[config.mk]
export PLATFORM = sky130hd
export DESIGN_NAME = gtsa_free_map
export DESIGN_NICKNAME = d
export VERILOG_FILES = /design/src/hw/rtl/gtsa_pkg.sv /design/src/hw/rtl/gtsa_free_map.sv
export SDC_FILE = /design/constraint.sdc
export NUM_CORES = 2
export LEC_CHECK = 0
export BUFFER_PORTS_ARGS = -buffer_cell sky130_fd_sc_hd__buf_2
export CORE_ASPECT_RATIO = 1.4
export CORE_MARGIN = 2
export CORE_UTILIZATION = 55
export DETAILED_ROUTE_END_ITERATION = 10
export PLACE_DENSITY = 0.76
export SLEW_MARGIN = 15
export SYNTH_ARGS = -nofsm -noshare
export SYNTH_HDL_FRONTEND = slang
export SYNTH_SLANG_ARGS = --single-unit
[constraint.sdc]
create_clock -name i_clk -period 9.6 [get_ports i_clk]
set_clock_uncertainty 0.15 [all_clocks]
set_input_delay 0.48 -clock i_clk [delete_from_list [all_inputs] [get_ports i_clk]]
set_output_delay 0.48 -clock i_clk [all_outputs]
set_load 0.01 [all_outputs]
[src/hw/rtl/gtsa_pkg.sv]
package gtsa_pkg;

    localparam int SLOT_COUNT = 1024;

    localparam int IDX_W     = $clog2(SLOT_COUNT);
    localparam int CNT_W     = $clog2(SLOT_COUNT + 1);
    localparam int GEN_W     = 32;
    localparam int REQ_IDX_W = 16;
    localparam int OUT_IDX_W = 12;
    localparam int USED_W    = 13;
    localparam int OP_W      = 2;

    // occupancy bitmap geometry
    localparam int WORD_W   = 32;
    localparam int BIT_W    = $clog2(WORD_W);
    localparam int WORD_CNT = (SLOT_COUNT + WORD_W - 1) / WORD_W;
    localparam int WSEL_W   = (WORD_CNT > 1) ? $clog2(WORD_CNT) : 1;

    // request codes
    localparam logic [OP_W-1:0] OP_ALLOC  = 2'd0;
    localparam logic [OP_W-1:0] OP_FREE   = 2'd1;
    localparam logic [OP_W-1:0] OP_LOOKUP = 2'd2;

    typedef enum logic [1:0] {
        ST_OK      = 2'd0,
        ST_FULL    = 2'd1,
        ST_INVALID = 2'd2
    } t_status;

    typedef enum logic [1:0] {
        S_IDLE,
        S_CHECK,
        S_FIND
    } t_state;

    typedef struct packed {
        logic find_word;   // latch the first word with a free slot
        logic use_search;  // read port follows the search word
        logic set;         // mark slot occupied
        logic clr;         // mark slot free
    } t_map_ctl;

endpackage

[src/hw/rtl/gtsa_free_map.sv]
module gtsa_free_map
    import gtsa_pkg::*;
(
    input  logic             i_clk,
    input  logic             i_rst_n,
    input  t_map_ctl         i_ctl,
    input  logic [IDX_W-1:0] i_query_index,
    input  logic [IDX_W-1:0] i_upd_index,
    output logic [IDX_W-1:0] o_free_slot,
    output logic             o_query_used
);

    logic [WORD_W-1:0] r_map [WORD_CNT];
    logic [WSEL_W-1:0] r_word_sel;
    logic [WSEL_W-1:0] n_word_sel;
    logic [WSEL_W-1:0] rd_word;
    logic [WORD_W-1:0] rd_data;
    logic [BIT_W-1:0]  free_bit;
    logic [WSEL_W-1:0] upd_word;
    logic [BIT_W-1:0]  upd_bit;

    // slots past the end of the table read as permanently occupied
    function automatic logic [WORD_W-1:0] pad_word(input int w);
        logic [WORD_W-1:0] m;
        m = '0;
        for (int b = 0; b < WORD_W; b++) begin
            m[b] = ((w * WORD_W + b) >= SLOT_COUNT);
        end
        return m;
    endfunction

    // first word that is not completely occupied
    always_comb begin
        n_word_sel = '0;
        for (int w = WORD_CNT - 1; w >= 0; w--) begin
            if (!(&r_map[w])) begin
                n_word_sel = WSEL_W'(w);
            end
        end
    end

    assign rd_word = i_ctl.use_search ? r_word_sel : WSEL_W'(i_query_index >> BIT_W);
    assign rd_data = r_map[rd_word];

    // first free bit inside the selected word
    always_comb begin
        free_bit = '0;
        for (int b = WORD_W - 1; b >= 0; b--) begin
            if (!rd_data[b]) begin
                free_bit = BIT_W'(b);
            end
        end
    end

    assign o_free_slot  = IDX_W'({r_word_sel, free_bit});
    assign o_query_used = rd_data[BIT_W'(i_query_index)];

    assign upd_word = WSEL_W'(i_upd_index >> BIT_W);
    assign upd_bit  = BIT_W'(i_upd_index);

    always_ff @(posedge i_clk) begin
        if (!i_rst_n) begin
            for (int w = 0; w < WORD_CNT; w++) begin
                r_map[w] <= pad_word(w);
            end
        end else if (i_ctl.set) begin
            r_map[upd_word][upd_bit] <= 1'b1;
        end else if (i_ctl.clr) begin
            r_map[upd_word][upd_bit] <= 1'b0;
        end
    end

    always_ff @(posedge i_clk) begin
        if (i_ctl.find_word) begin
            r_word_sel <= n_word_sel;
        end
    end

endmodule

==> results.py <==
metrics = {
    "worst_hold_path": {
        "holdPathEnd": "r_map[20][21]",
        "worstHoldStart": "i_rst_n",
        "hold_class": "primary input to flop",
        "hold_depth": 2,
    },
    "yosys": {
        "yosys-top-cells-count": "nor2_1 (1074), o21ai_0 (1038), edfxtp_1 (1029)",
        "synth_top_area_share_pct": 56.9,
        "synth_most_common_cell": "nor2_1",
        "syn-num-nets": 5406,
        "synth_ff_type": "edfxtp_1",
        "synthArstFlopShare_pct": 0,
        "syn_inst": 5380,
        "ys_types": 76,
        "ys_ff_latch": 1029,
        "synth-adder-area-share_pct": 0,
        "ys_seq_area_share_pct": 56.9,
        "synth_edf_count": 1029,
        "ys.warnings.count": 0,
        "synth_compound_area_share_pct": 12.9,
        "synth-xor-area-share_pct": 0,
        "synth_top_family_by_area": "simple AND/OR/NAND/NOR gates",
        "synth_area_sq_mm": 0.0543,
        "yosysTopAreaCell": "edfxtp_1",
        "synth-simple-area-share_pct": 17.7,
        "synthTopCellsByArea": "edfxtp_1 (57%), o21ai_0 (9.6%), nor2_1 (7.4%), mux4_2 (5.6%), clkbuf_1 (3.8%)",
        "syn_area_per_cell_sq_um": 10.1,
        "synthMuxAreaShare_pct": 7.43,
    },
    "final_layout": {
        "multi_input_area_sq_mm": 0.0209,
        "layout-drive-gt1-share_pct": 10.1,
        "final_area_sq_mm": 0.0578,
        "fillers": 7998,
        "syn_to_final_growth_pct": 6.41,
        "finalNetCount": 5005,
        "post-route-util_pct": 59.0,
        "seqCellArea_sq_mm": 0.0309,
    },
    "setup_path": {
        "end_kind": "primary output",
        "crit_slowest_cell": "a2111oi_2",
        "reg2reg_to": "r_word_sel[0]",
        "start_kind": "flop",
        "crit_chain": "mux2_8, buf_4, mux4_2, nand2_1, a21oi_1, a2111oi_2, mux4_2, nand2_1, a21oi_1, nor3_1, a211o_1, buf_2",
        "r2r_slack_ns": 5.42,
        "rr_startpoint": "r_map[29][10]",
        "crit_required_ns": 8.97,
        "arrival_ns": 6.13,
        "ff2ff_path_depth": 10,
        "path_class": "flop to primary output",
        "slowest_delay_ns": 1.10,
        "path_max_fanout": 87,
    },
    "sta": {
        "whs_ns": 0.227,
        "min_period_over_period_pct": 70.4,
        "slew_violations": 0,
        "worst_pin_slew_ns": 1.27,
        "hold_viol": 0,
        "setup_viol": 0,
        "worst_slack_ns": 2.84,
        "final.setup.tns_ns": 0,
        "slew_headroom_pct": 15.0,
        "fmax_mhz": 148,
        "grt_setup_unrepaired": "no",
        "period_minus_slack_ns": 6.76,
    },
    "cts": {
        "cts_buffer_depth": 3,
        "cts_made_buffers": 97,
        "cts.sinks": 1029,
        "worst_skew_pair.late_latency_ns": 0.74,
        "post_cts_resize_count": 0,
        "cts_tree": "done",
        "cts_root_buffer": "clkbuf_16",
        "htree_levels": 3,
        "post_cts.repair.setup_buffers": 0,
        "clk_pin_slew_ns": 0.07,
    },
    "flow_run": {
        "max_cap_violations": 0,
    },
    "grt": {
        "grt_pass1_wl_mm": 297,
        "grt_pass1_vias": 42600,
        "antenna_found_initial": 17,
        "grt_usage_pct": 40.8,
        "grt_max_degree": 259,
        "grt_overflow": 0,
    },
    "floorplan": {
        "core_sq_mm": 0.0980,
        "num_io_pins": 37,
        "rows": 136,
        "fp.dieW_um": 270,
        "die-area_sq_mm": 0.101,
        "die_h_um": 376,
        "start_util_pct": 55.4,
    },
    "routing": {
        "ant_nets": 0,
        "remaining_drc_errors": 0,
        "via_per_inst": 7.30,
        "drt_iter0_drc": 9271,
        "drtPass1Iterations": 8,
        "routed_wl_mm": 210,
        "routedWlPerCell_um": 32.9,
        "vias": 46500,
    },
    "placement": {
        "dp_slack_ns": 3.29,
        "place_hpwl_mm": 136,
        "place.gp.congestion": 1.05,
        "portBuffers": 36,
        "place_area_sq_mm": 0.0545,
    },
    "power": {
        "leakage_nw": 16.9,
        "ir_worst_vdd_mv": 0.167,
        "powerDensity_mw_per_mm2": 180,
    },
    "status": {
        "outcome": "finished clean",
    },
}
[layer usage]
layer | vias up | track usage [%] | part of all wire (%)
li1 | 18900 | - | -
met1 | 22400 | 46.6 | 30
met2 | 4190 | 64.0 | 45
met3 | 1048 | 11.1 | 14
met4 | 16 | 34.4 | 11
met5 | - | 0 | 0.047
[flip-flops by register name (all words and copies together), names as in the netlist]
| signal | count |
|---|---|
| r_map | 1024 |
| r_word_sel | 5 |
[worst max-delay path: cells and delay by family, from the launching register on]
kind	cells	cell delay (ns)
AND/OR/NAND/NOR	3	0.21
multiplexers	3	1.85
flip-flops	1	0.57
AO/OA/AOI/OAI	4	1.92
buffers and inverters	2	0.83
[cell type report]
type,count,area share [%]
timing repair buffer,141,1.78
clock inverter,68,1.17
inverter,13,0.0844
multi-input combinational,3697,36.2
tap,1311,2.84
antenna,3,0.0130
clock buffer,112,4.41
sequential,1029,53.5
[cell usage in the layout (no fill, tap or decap), drive strengths merged, types with 5 or more instances in the layout]
master | Yosys | layout
nand2 | 499 | 499
nand4 | 294 | 294
mux2 | 7 | 7
edfxtp | 1029 | 1029
buf | 85 | 140
and3 | 9 | 9
clkinvlp | 0 | 7
a31oi | 49 | 49
mux2i | 88 | 88
nor2 | 1075 | 1075
and4 | 9 | 9
mux4 | 136 | 136
o21ai | 1040 | 1040
bufinv | 0 | 11
nand3 | 167 | 167
nor3 | 22 | 22
inv | 13 | 16
and2 | 6 | 6
a22oi | 30 | 30
a221oi | 12 | 12
a2111oi | 10 | 10
o22ai | 7 | 7
nor3b | 8 | 8
a21oi | 35 | 35
nor4 | 71 | 71
a222oi | 9 | 9
clkbuf | 556 | 112
nand2b | 9 | 9
o211ai | 13 | 13
a32o | 8 | 8
clkinv | 0 | 47
or2 | 5 | 5
o2111ai | 11 | 11
nor2b | 9 | 9
[how the worst max path moves through the flow]
stage / startpoint / to / slack, ns / depth (start not counted)
floorplan: i_ctl[2] / o_query_used / 5.70 / 10
global placement: i_ctl[2] / o_query_used / 3.32 / 13
detailed placement: i_ctl[2] / o_query_used / 3.29 / 13
CTS: r_word_sel[0] / o_query_used / 3.11 / 12
global route: r_word_sel[0] / o_query_used / 2.71 / 12
finish: r_word_sel[0] / o_query_used / 2.84 / 12
[per-stage QoR]
| stage | std cells | power, mW |
|---|---|---|
| after detailed placement | 6190 | 6.40 |
| final | 6374 | 10.4 |
| after floorplan | 5380 | 5.97 |
| after global placement | 6190 | 6.38 |
| after CTS | 6371 | 10.3 |
| after global routing | 6371 | 10.6 |
[cell families after synthesis]
logic type | after synthesis
compound gates | 1272
buf+inv | 654
flops | 1029
mux | 231
simple gates | 2194
[where the power goes]
| group | internal (mW) | total [mW] | switching [mW] | leakage [nW] |
|---|---|---|---|---|
| Sequential | 5.16 | 5.34 | 0.173 | 9.77 |
| Clock | 2.21 | 4.01 | 1.80 | 1.58 |
| Combinational | 0.307 | 1.05 | 0.742 | 5.51 |
[what timing repair did]
action | CTS | global route
hold buffers | 1 | 0
endpoints found under the hold margin | 5 | 0
endpoints found under the setup margin | 0 | 0
Note: power is estimated with default switching activity, not from simulation.
